File: config.mk
export PLATFORM = sky130hd
export DESIGN_NAME = command_retransmit_tracker
export DESIGN_NICKNAME = d
export VERILOG_FILES = /design/src/rtl/crt_pkg.sv /design/src/rtl/crt_cell.sv /design/src/rtl/command_retransmit_tracker.sv
export SDC_FILE = /design/constraint.sdc
export NUM_CORES = 1
export LEC_CHECK = 0
export ABC_AREA = 1
export CAP_MARGIN = 20
export CORE_MARGIN = 5
export CORE_UTILIZATION = 45
export CTS_BUF_LIST = sky130_fd_sc_hd__clkbuf_16
export CTS_CLUSTER_SIZE = 30
export DETAILED_ROUTE_END_ITERATION = 10
export DONT_BUFFER_PORTS = 1
export PLACE_DENSITY = 0.61
export SKIP_CTS_REPAIR_TIMING = 1
export SLEW_MARGIN = 20
export SYNTH_ARGS = -nofsm -noshare
export SYNTH_HDL_FRONTEND = slang
export SYNTH_HIERARCHICAL = 1
export SYNTH_SLANG_ARGS = --single-unit
File: constraint.sdc
create_clock -name i_clk -period 2.9 [get_ports i_clk]
set_input_delay 0.29 -clock i_clk [delete_from_list [all_inputs] [get_ports i_clk]]
set_output_delay 0.29 -clock i_clk [all_outputs]
set_load 0.02 [all_outputs]
File: src/rtl/crt_pkg.sv
`timescale 1ns / 1ps
`default_nettype none
// ----------------------------------------------------------------------------
// crt_pkg
// Shared types and constants of the command retransmit tracker.
// ----------------------------------------------------------------------------
package crt_pkg;

    localparam int SLOT_COUNT = 64;
    localparam int CNT_W = $clog2(SLOT_COUNT);
    localparam int CMP_W = (CNT_W > 6) ? CNT_W : 6;

    localparam logic [1:0] KIND_SEND    = 2'd0;
    localparam logic [1:0] KIND_ACK     = 2'd1;
    localparam logic [1:0] KIND_TICK    = 2'd2;
    localparam logic [1:0] KIND_IGNORED = 2'd3;

    localparam logic [1:0] EV_RESEND      = 2'd0;
    localparam logic [1:0] EV_TIMEOUT     = 2'd1;
    localparam logic [1:0] EV_ACK_OK      = 2'd2;
    localparam logic [1:0] EV_ACK_UNKNOWN = 2'd3;

    localparam logic REG_INTERVAL = 1'b0;
    localparam logic REG_RETRIES  = 1'b1;

    typedef struct packed {
        logic        valid;
        logic [15:0] age;
        logic [7:0]  retries;
    } t_entry;

    typedef enum logic [1:0] {
        ST_IDLE,
        ST_SCAN,
        ST_FLUSH
    } t_state;

endpackage
`default_nettype wire

File: src/rtl/crt_cell.sv
`timescale 1ns / 1ps
`default_nettype none
// ----------------------------------------------------------------------------
// crt_cell
// One slot entry of the rotating ring; takes its neighbor's entry on a shift.
// ----------------------------------------------------------------------------
module crt_cell
    import crt_pkg::*;
(
    input  wire logic   i_clk,
    input  wire logic   i_rst_n,
    input  wire logic   i_shift,
    input  wire t_entry i_d,
    output t_entry      o_q
);

    t_entry r_q;

    always_ff @(posedge i_clk) begin
        if (!i_rst_n) begin
            r_q.valid <= 1'b0;
        end else if (i_shift) begin
            r_q <= i_d;
        end
    end

    assign o_q = r_q;

endmodule
`default_nettype wire

File: src/rtl/command_retransmit_tracker.sv
`timescale 1ns / 1ps
`default_nettype none
// ----------------------------------------------------------------------------
// command_retransmit_tracker
// Busy stays high while an item is processed: one ring rotation past the
// head cell in the scan state, then the flush state. A found result is held
// until the next one is found or the flush, and shows in the cycle after;
// the final one follows the flush. A new item is taken only after busy falls;
// the receiver cannot stall. Synchronous active-low reset frees all slots and
// loads the register defaults.
// ----------------------------------------------------------------------------
module command_retransmit_tracker
    import crt_pkg::*;
(
    input  wire logic        i_clk,
    input  wire logic        i_rst_n,
    input  wire logic        start,
    output logic             busy,
    input  wire logic [1:0]  i_kind,
    input  wire logic [5:0]  i_cmd_num,
    output logic             o_strobe,
    output logic [1:0]       o_event_res,
    output logic [5:0]       o_slot_num,
    output logic [7:0]       o_retry_num,
    output logic             o_last,
    input  wire logic        psel,
    input  wire logic        penable,
    input  wire logic        pwrite,
    input  wire logic [2:0]  paddr,
    input  wire logic [31:0] pwdata,
    output logic [31:0]      prdata,
    output logic             pready
);

    t_state r_state, n_state;
    logic [CNT_W-1:0] r_cnt;
    logic [1:0] r_kind;
    logic [5:0] r_num;
    logic [15:0] r_interval;
    logic [7:0] r_max;
    logic r_hold_v, n_hold_v;
    logic [1:0] r_hold_ev, n_hold_ev;
    logic [5:0] r_hold_slot, n_hold_slot;
    logic [7:0] r_hold_retry, n_hold_retry;
    logic n_out_v, n_out_last;
    logic [1:0] n_out_ev;
    logic [5:0] n_out_slot;
    logic [7:0] n_out_retry;
    t_entry ring_q [SLOT_COUNT];
    t_entry head_d;
    logic shift;
    logic [16:0] age_inc;
    logic match;

    always_comb begin
        n_state = r_state;
        unique case (r_state)
            ST_IDLE:  if (start) n_state = ST_SCAN;
            ST_SCAN:  if (r_cnt == CNT_W'(SLOT_COUNT - 1)) n_state = ST_FLUSH;
            ST_FLUSH: n_state = ST_IDLE;
            default:  n_state = ST_IDLE;
        endcase
    end

    assign busy = (r_state != ST_IDLE);
    assign shift = (r_state == ST_SCAN);
    assign match = (CMP_W'(r_num) == CMP_W'(r_cnt));
    assign age_inc = {1'b0, ring_q[0].age} + 17'd1;

    always_comb begin
        head_d = ring_q[0];
        n_hold_v = r_hold_v;
        n_hold_ev = r_hold_ev;
        n_hold_slot = r_hold_slot;
        n_hold_retry = r_hold_retry;
        n_out_v = 1'b0;
        n_out_last = 1'b0;
        n_out_ev = r_hold_ev;
        n_out_slot = r_hold_slot;
        n_out_retry = r_hold_retry;
        if (r_state == ST_SCAN) begin
            logic found;
            logic [1:0] f_ev;
            logic [7:0] f_retry;
            found = 1'b0;
            f_ev = EV_RESEND;
            f_retry = 8'd0;
            unique case (r_kind)
                KIND_SEND: if (match) begin
                    head_d.valid = 1'b1;
                    head_d.age = 16'd0;
                    head_d.retries = 8'd0;
                end
                KIND_ACK: if (match) begin
                    found = 1'b1;
                    f_ev = ring_q[0].valid ? EV_ACK_OK : EV_ACK_UNKNOWN;
                    head_d.valid = 1'b0;
                end
                KIND_TICK: if (ring_q[0].valid) begin
                    if (age_inc >= {1'b0, r_interval}) begin
                        found = 1'b1;
                        if (ring_q[0].retries < r_max) begin
                            head_d.retries = ring_q[0].retries + 8'd1;
                            head_d.age = 16'd0;
                            f_retry = head_d.retries;
                        end else begin
                            head_d.valid = 1'b0;
                            f_ev = EV_TIMEOUT;
                        end
                    end else begin
                        head_d.age = age_inc[15:0];
                    end
                end
                default: ;
            endcase
            if (found) begin
                n_out_v = r_hold_v;
                n_hold_v = 1'b1;
                n_hold_ev = f_ev;
                n_hold_slot = 6'(r_cnt);
                n_hold_retry = f_retry;
            end
        end else if (r_state == ST_FLUSH) begin
            n_hold_v = 1'b0;
            n_out_last = 1'b1;
            if (r_hold_v) begin
                n_out_v = 1'b1;
            end else if (r_kind == KIND_ACK) begin
                n_out_v = 1'b1;
                n_out_ev = EV_ACK_UNKNOWN;
                n_out_slot = r_num;
                n_out_retry = 8'd0;
            end
        end
    end

    for (genvar g = 0; g < SLOT_COUNT; g++) begin : g_ring
        crt_cell u_cell (
            .i_clk   (i_clk),
            .i_rst_n (i_rst_n),
            .i_shift (shift),
            .i_d     ((g == SLOT_COUNT - 1) ? head_d : ring_q[(g + 1) % SLOT_COUNT]),
            .o_q     (ring_q[g])
        );
    end

    always_ff @(posedge i_clk) begin
        if (!i_rst_n) begin
            r_state <= ST_IDLE;
            r_cnt <= '0;
            r_hold_v <= 1'b0;
            o_strobe <= 1'b0;
            r_interval <= 16'd1000;
            r_max <= 8'd3;
        end else begin
            r_state <= n_state;
            r_hold_v <= n_hold_v;
            o_strobe <= n_out_v;
            if (r_state == ST_SCAN) begin
                r_cnt <= r_cnt + CNT_W'(1);
            end else begin
                r_cnt <= '0;
            end
            if (psel && penable && pwrite) begin
                if (paddr[2] == REG_INTERVAL) r_interval <= pwdata[15:0];
                else r_max <= pwdata[7:0];
            end
        end
        if (r_state == ST_IDLE && start) begin
            r_kind <= i_kind;
            r_num <= i_cmd_num;
        end
        r_hold_ev <= n_hold_ev;
        r_hold_slot <= n_hold_slot;
        r_hold_retry <= n_hold_retry;
        o_event_res <= n_out_ev;
        o_slot_num <= n_out_slot;
        o_retry_num <= n_out_retry;
        o_last <= n_out_last;
    end

    assign pready = 1'b1;
    assign prdata = (paddr[2] == REG_RETRIES) ? {24'd0, r_max} : {16'd0, r_interval};

endmodule
`default_nettype wire

[Yosys cells after proc, flatten, opt, wreduce, memory -nomap -nowiden]
Cells that the tools add are included.
Storage, ports and cells
  register bits: 1675
  bits of input ports: 49
  output and inout bits: 52
  word-level logic and storage cells: 282
Cells by class
  add/sub/neg operators: 3
  order comparisons: 2
  equality and inequality tests: 9
  multiplexer cells: 46
  bitwise gates (word level): 1
  reductions and logical operators: 14
Operators with widths (count)
  $mux W25: 2
  $pmux W24 S2: 1
  $mux W8: 5
  $mux W16: 2
  $mux W24: 1
  $mux W6: 4
  $mux W1: 20
  $add A16 B1 Y17 const B: 1
  $ge A17 B16 Y1: 1
  $mux W2: 7
  $reduce_and A2 Y1: 6
  $add A8 B1 Y8 const B: 1
  $lt A8 B8 Y1: 1
  $pmux W2 S2: 2
  $add A6 B1 Y6 const B: 1
  $eq A6 B6 Y1: 1
  $eq A6 B6 Y1 const B: 1
  $ne A2 B2 Y1 const B: 3
  $eq A2 B1 Y1 const B: 2
  $eq A2 B2 Y1 const B: 2
  $logic_not A2 Y1: 2
  $reduce_and A4 Y1: 1
  $reduce_bool A2 Y1: 2
  $logic_and A1 B1 Y1: 3
  3 further kinds: 3

[Longest topological paths before layout]
Gate-level depths: netlist of the first run.
  depth after elaboration: 8
  gate-level depth with buffers: 22
  gate-level depth less buffers: 21

[Cells and area by module]
Netlist of the first run, hierarchy kept.
By module, submodules not included
  crt_cell: times used 64, cells an instance 32, area each 769.5 um^2, seq. area each 740.7 um^2
  command_retransmit_tracker: times used 1, cells an instance 772, area each 5258.8 um^2, seq. area each 1741.7 um^2

[Worst setup path before layout of the first run]
OpenSTA, ideal clock, no wires.
  path type: register to register
  from: register g_ring[0].u_cell.r_q (netlist bit g_ring[0].u_cell/o_q[8])
  to: register r_hold_ev[0], enable pin
  setup time: 364 ps
  data arrival time: 2821 ps
  data required time: 2536 ps
  slack: -285 ps
  stages on the path, launching flop included: 21
  path buffers: 2
  period minus slack after synthesis: 3185 ps
  cells stage by stage: edfxtp_1 ha_1 nand2_2 nor2_4 nand2_4 nor2_1 nand2_1 xor2_1 ha_1 nand2_1 nor2_1 nand2_1 o21ai_0 nand2_1 nand3_2 buf_6 buf_12 nand2_4 nand2_2 nand3_2 inv_1
On the way
  word-level cells in the longest chain between the ends: 7
RTL lines
  start, declared: RTL line crt_cell.sv:17  | t_entry r_q;
  start signal, assigned: RTL line crt_cell.sv:23  | r_q <= i_d;
  $add A16 B1 Y17: RTL line command_retransmit_tracker.sv:68  | assign age_inc = {1'b0, ring_q[0].age} + 17'd1;
  $ge A17 B16 Y1: RTL line command_retransmit_tracker.sv:100  | if (age_inc >= {1'b0, r_interval}) begin
  $mux W1: RTL line command_retransmit_tracker.sv:100
  $mux W1: RTL line command_retransmit_tracker.sv:99  | KIND_TICK: if (ring_q[0].valid) begin
  $pmux W1 S2: RTL line command_retransmit_tracker.sv:88  | unique case (r_kind)
  $mux W1: RTL line command_retransmit_tracker.sv:81  | if (r_state == ST_SCAN) begin
  $reduce_and A2 Y1 (no line)
  end signal, assigned: RTL line command_retransmit_tracker.sv:173  | r_hold_ev <= n_hold_ev;
  end, declared: RTL line command_retransmit_tracker.sv:42  | logic [1:0] r_hold_ev, n_hold_ev;
No other way between the ends. The select of a mux whose other input is x is not followed.
A chain may end at the register's enable or synchronous reset.

[Final worst setup path of the first run]
  from: register g_ring[0].u_cell.r_q (netlist bit g_ring[0].u_cell/o_q[8])
  to: register r_hold_ev[1], enable pin
The elaborated chain is that of the path after synthesis.

==> metrics.txt, run 1 <==
die area 128200 um2; LEAKAGE 21.17 nW; # setup viols final 48; final worst setup slack -0.2031 ns; failing checks negative setup slack; Worst-Margin Slew 0.9424 ns; Reg2Reg Setup Slack -0.20 ns; Synth top area share 0.8594; post-layout min period 3.103 ns; placed cell areas 57330 um2; worst r2r src g_ring[0].u_cell/o_q[8]; gr busiest metal met2; vias per cell 4.718; Mapped Cells 2820; share of cells above drive strength 1 0.1576; vias 23020; flops & latches, synth 1675; final net count 3214; drt total wl 84.79 mm; pwr/cell area 782.4 nW/um2; n_diodes 0; post-synthesis async set-or-reset flop share 0; Post-synth EDFFs 1560; global-route wire length before repair 128.7 mm; unrepaired setup endpoints after global routing true; Clock Latency Late Sink 0.76 ns; initial antenna violation count 2; synth top area cells edfxtp_1 86%, dfxtp_1 4.2%, nand2_1 2.9%, inv_1 1.6%, nor2_1 0.81%; placed insts 4533; area grow syn2layout 16.48%; Longest Clk Path Bufs 3; placed wire-length estimate 48.03 mm; Die X-Extent 358.0 um; Fin. Hold Viols 0; worst r2r dst r_hold_ev[1]; Worst EP required 3.38 ns; 1st-pass router iterations 5; Post-DRT Antenna Nets 0; r2r worst-path depth 20; root buffer cell clkbuf_16; post-route clock period utilization 1.070; total grt overflow 0; status complete, but fails checks; GR Layer Usage met2 0.1939; htree depth 4; Slew Limit Fails 0; vias in the first global route 22750; Hold WC Path Type input port to flop; Post-synth top flop edfxtp_1; Synth Cell Area 54510 um2; Max-Cap Viols 0; Routed wire per std cell 17.38 um; RePlAce Congestion 0.8320; HP Start i_rst_n; FP Rows 127; Critical Path AT 3.58 ns; clk sinks 1675; Tot GR Track Use 0.1295; f_max 0.3223 GHz; DRC viols 0; Num CTS Buffers 156; total power 0.04967 W; CTS tree built; Unique masters post-synth 40; Synth top cells by count 1560 x edfxtp_1, 426 x nand2_1, 235 x inv_1; sequential area share after synthesis 0.9017; Iteration-0 DRC Markers 2064; largest area contributor in the netlist edfxtp_1; CP startpoint kind flop; mean area per synthesized cell 19.33 um2; Top Ports 101; synth warn 6; Starting Density 0.4537; Core Area 120100 um2; final core occ 0.5285; GR Layer Usage met1 0.1897; Slew HR 0.3694; WS Path Type flop to flop; most common cell in the netlist edfxtp_1; hold path depth 3; Worst setup EP type flop; GR Util met3 0.02828; final instance count without filler cells 4879; Buffers on Ports 0; largest net degree at the start of global routing 148; Max VDD drop 0.6065 mV; Hold EP g_ring[19].u_cell/o_q[24]; CTS clock-pin slew for the worst setup and hold paths 0.06 ns; fin area 63490 um2; Die Ht 358.0 um; Crit Path Max Fanout 8; Final Skew 0.02760 ns
[flip-flops by register name, indices dropped and copies added, names as in the netlist, 2 cells and up]
signal	count
g_ring.u_cell/o_q	1600
r_interval	16
o_retry_num	8
r_hold_retry	8
r_max	8
o_slot_num	6
r_cnt	6
r_hold_slot	6
r_num	6
o_event_res	2
r_hold_ev	2
r_kind	2
r_state	2
[how the worst max path moves through the flow]
stage	from	endpoint	slack [ns]	cells after the start
CTS	g_ring[0].u_cell/o_q[9]	r_hold_slot[0]	-0.30	18
detailed placement	g_ring[0].u_cell/o_q[8]	r_hold_slot[0]	-0.27	19
floorplan	g_ring[0].u_cell/o_q[8]	r_hold_ev[0]	-0.09	20
global route	g_ring[0].u_cell/o_q[8]	r_hold_ev[1]	-0.40	20
finish	g_ring[0].u_cell/o_q[8]	r_hold_ev[1]	-0.20	20
global placement	g_ring[0].u_cell/o_q[8]	r_hold_slot[1]	-0.19	19
[metrics by stage]
| stage | TNS [ns] | hold WS, ns | worst slack, ns |
|---|---|---|---|
| 2_1_floorplan | -1.368 | 0.3889 | -0.08548 |
| 3_3_place_gp | -5.828 | 0.3889 | -0.1944 |
| 3_5_place_dp | -8.493 | 0.3889 | -0.2659 |
| 4_1_cts | -9.924 | -0.4492 | -0.3023 |
| 5_1_grt | -16.43 | 0.005132 | -0.4016 |
| 6_report | -5.503 | 0.01133 | -0.2031 |
[layout by cell type, fill, tap and decap left out, drive strengths merged]
cell,n
buf,140
xor2,15
o31ai,1
edfxtp,1560
nand3b,1
or2,3
conb,17
nor2,185
nor3b,2
nor3,9
clkinv,71
ha,30
o21ai,57
clkinvlp,1
bufinv,20
dlygate4sd3,43
clkbuf,159
o211ai,2
a21oi,49
dfxtp,115
nand4,14
a21o,1
nand2,431
and2,1
inv,284
a22oi,1
o21bai,1
nand3,54
[kinds of logic after synthesis]
group / Yosys count / synth area share
XOR/XNOR: 15 / 0.002410
AND/OR/NAND/NOR: 699 / 0.05560
flip-flops: 1675 / 0.9017
other: 2 / 0.0001378
buffers and inverters: 287 / 0.02238
adder cells (fa/ha/maj): 30 / 0.006887
AO/OA/AOI/OAI: 112 / 0.01090
[worst max-delay path: stages, from the launching register on]
cell	delay, ns
edfxtp_1	0.39
ha_2	0.20
nand2_2	0.07
nor2_4	0.14
nand2_4	0.11
nor2_4	0.14
xor2_2	0.16
inv_1	0.09
ha_4	0.27
nand2_2	0.06
nor2_4	0.10
nand2_1	0.05
o21ai_1	0.14
nand2_1	0.10
nand3_4	0.12
buf_12	0.16
nand2_4	0.07
nand2_4	0.07
nand3_4	0.07
clkinvlp_4	0.13
clkbuf_16	0.16
[per-layer routing]
layer | vias up | part of all wire
met2 | 554 | 0.45
met1 | 11530 | 0.47
met4 | 0 | 0.024
met5 | - | 0
met3 | 134 | 0.054
li1 | 10800 | -
[final cells by class]
class | instances | area, um2
clock buffer | 157 | 3929
clock inverter | 133 | 1306
fill | 9308 | 56640
inverter | 243 | 915.9
multi-input combinational | 874 | 4479
sequential | 1675 | 49150
tap | 1612 | 2017
timing repair buffer | 185 | 1692
[power by group]
group          internal [W]  total, W  switching, W  leakage [nW]
Sequential           0.0274    0.0277      0.000306          13.9
Clock                0.0118    0.0204       0.00860          2.70
Combinational      0.000404   0.00157       0.00117          4.53
(Power assumes the default switching activity.)
==> inputs of run 2 (changes only) <==
- clock period: 2.9 -> 2.71 ns (I/O delays scaled with it)
==> metrics.txt, run 2 (synthesis gave the netlist of run 1 again) <==
status complete, but fails checks; failing checks negative setup slack; Die Ht 358.0 um (unchanged); 1st-pass router iterations 5 (unchanged); Num CTS Buffers 155 (-0.64%); Routed wire per std cell 17.42 um (+0.25%); n_diodes 0 (unchanged); fin area 62850 um2 (-1.0%); Critical Path AT 3.43 ns (-0.15 ns); vias per cell 4.753 (+0.75%); gr busiest metal met2; Top Ports 101 (unchanged); # setup viols final 54 (+13%); RePlAce Congestion 0.8321 (about the same); share of cells above drive strength 1 0.1466 (-0.01105); Final Skew 0.02428 ns (-0.003314 ns); placed wire-length estimate 48.08 mm (+0.11%); Tot GR Track Use 0.1304 (+0.0008836); Iteration-0 DRC Markers 1917 (-7.1%); vias 23130 (+0.48%); Largest register FFs 1600 (unchanged); CP startpoint kind flop; placed cell areas 57480 um2 (+0.25%); vias in the first global route 22840 (+0.41%); Hold WC Path Type input port to flop; root buffer cell clkbuf_16; Clock Latency Late Sink 0.73 ns (-0.03 ns); post-layout min period 3.009 ns (-0.09444 ns); Fin. Hold Viols 0 (unchanged); CTS clock-pin slew for the worst setup and hold paths 0.07 ns (about the same); final worst setup slack -0.2987 ns (-0.09556 ns); Crit Path Max Fanout 8 (unchanged); WP buf/inv 3 (-1); most frequent cells in the layout 1560 x edfxtp_1, 421 x nand2_1, 274 x inv_1; slowest CP cell edfxtp_1; Slew Limit Fails 0 (unchanged); CTS tree built; global-route wire length before repair 129.6 mm (+0.68%); HP Start paddr[2]; die area 128200 um2 (unchanged); GR Layer Usage met1 0.1890 (-0.0007485); FP Rows 127 (unchanged); final net count 3212 (-0.062%); post-route clock period utilization 1.110 (+0.04017); Crit path max-delay family simple AND/OR/NAND/NOR gates; Longest Clk Path Bufs 3 (unchanged); clk sinks 1675 (unchanged); final instance count without filler cells 4866 (-0.27%); unrepaired setup endpoints after global routing true; placed insts 4540 (+0.15%); Max-Cap Viols 0 (unchanged); pwr/cell area 813.8 nW/um2 (+4.0%); total grt overflow 0 (unchanged); worst-path cell chain ha_2 -> nand2_2 -> nor2_4 -> nand2_4 -> nor2_4 -> xor2_2 -> inv_2 -> ha_4 -> nand2_2 -> nor2_4 -> nand2_1 -> o21ai_1 -> nand2_1 -> nand3_4 -> buf_12 -> nand2_4 -> nand2_2 -> nand3_4 -> clkinvlp_4; area grow syn2layout 15.30%; Slew HR 0.3843 (+0.01491); Post-DRT Antenna Nets 0 (unchanged); commonest non-fill, non-tap cell in the layout edfxtp_1; initial antenna violation count 2 (unchanged); DRC viols 0 (unchanged); largest net degree at the start of global routing 148 (unchanged); Worst EP required 3.13 ns (-0.25 ns); LEAKAGE 20.91 nW (-1.2%); Worst setup EP type flop; GR Layer Usage met2 0.1977 (+0.003815); Hold Slack 0.001060 ns (-0.01027 ns); WS Path Type flop to flop; drt total wl 84.78 mm (about the same); Worst-Margin Slew 0.9139 ns (-0.02854 ns); f_max 0.3324 GHz (+3.1%); Critical Path Source g_ring[0].u_cell/o_q[9]; Die X-Extent 358.0 um (unchanged); dpl ws -0.3375 ns (-0.07159 ns); Buffers on Ports 0 (unchanged); Starting Density 0.4537 (unchanged); slowest stage delay, CP 0.37 ns (-0.02 ns); Core Area 120100 um2 (unchanged); htree depth 4 (unchanged); total power 0.05115 W (+3.0%); worst r2r src g_ring[0].u_cell/o_q[9]; GR Util met3 0.02767 (-0.0006103); Max VDD drop 0.5895 mV (-2.8%)
## run 2: changes by cell type in the layout (fill, tap and decap cells not counted), sizes merged, moves of 3 or more
| cell | delta |
|---|---|
| bufinv | -15 |
| clkinv | -4 |
| buf | +3 |
| dlygate4sd3 | -3 |
| inv | +3 |
## run 2: path summary, 6_finish.rpt
kind,endpoint,slack (ns),depth (start not counted)
max reg2reg,r_hold_slot[3],-0.30,19
max,r_hold_slot[3],-0.30,19
min reg2reg,g_ring[34].u_cell/o_q[1],0.40,0
min,r_interval[0],0.001,4
## run 2: metal layers
| layer | vias up | wire, um |
|---|---|---|
| li1 | 10770 | - |
| met5 | - | 0 |
| met1 | 11630 | 39280 |
| met4 | 0 | 2185 |
| met3 | 167 | 4701 |
| met2 | 568 | 38600 |
## run 2: power breakdown
group | internal [W] | switching, W | leakage, nW
clock | 0.0111 | 0.00866 | 2.47
combinational | 0.000436 | 0.00126 | 4.50
sequential | 0.0293 | 0.000327 | 13.9
## run 2: worst register-to-register path, cell delays in order (launching register included)
cell and delay [ns]:
edfxtp_1 0.37, ha_2 0.20, nand2_2 0.07, nor2_4 0.12, nand2_4 0.09, nor2_4 0.16, xor2_2 0.18, inv_2 0.07
ha_4 0.27, nand2_2 0.06, nor2_4 0.10, nand2_1 0.06, o21ai_1 0.13, nand2_1 0.10, nand3_4 0.13, buf_12 0.15
nand2_4 0.07, nand2_2 0.09, nand3_4 0.10, clkinvlp_4 0.19
## run 2: per-stage QoR
| stage | TNS [ns] | util |
|---|---|---|
| detailed placement | -11.87 | 0.4785 |
| floorplan | -5.259 | - |
| global route | -23.24 | 0.5232 |
| global placement | -10.83 | 0.4785 |
| CTS | -13.31 | 0.5174 |
| finish | -12.22 | 0.5232 |
## run 2: area by class of cell
cell class	count	area [um2]
clock buffers	160	4004
clock inverters	118	674.4
fillers	9407	57280
inverters	243	915.9
multi-input cells	873	4400
flip-flops and latches	1675	49150
well taps	1612	2017
repair buffers	184	1680
repair inverters	1	7.507
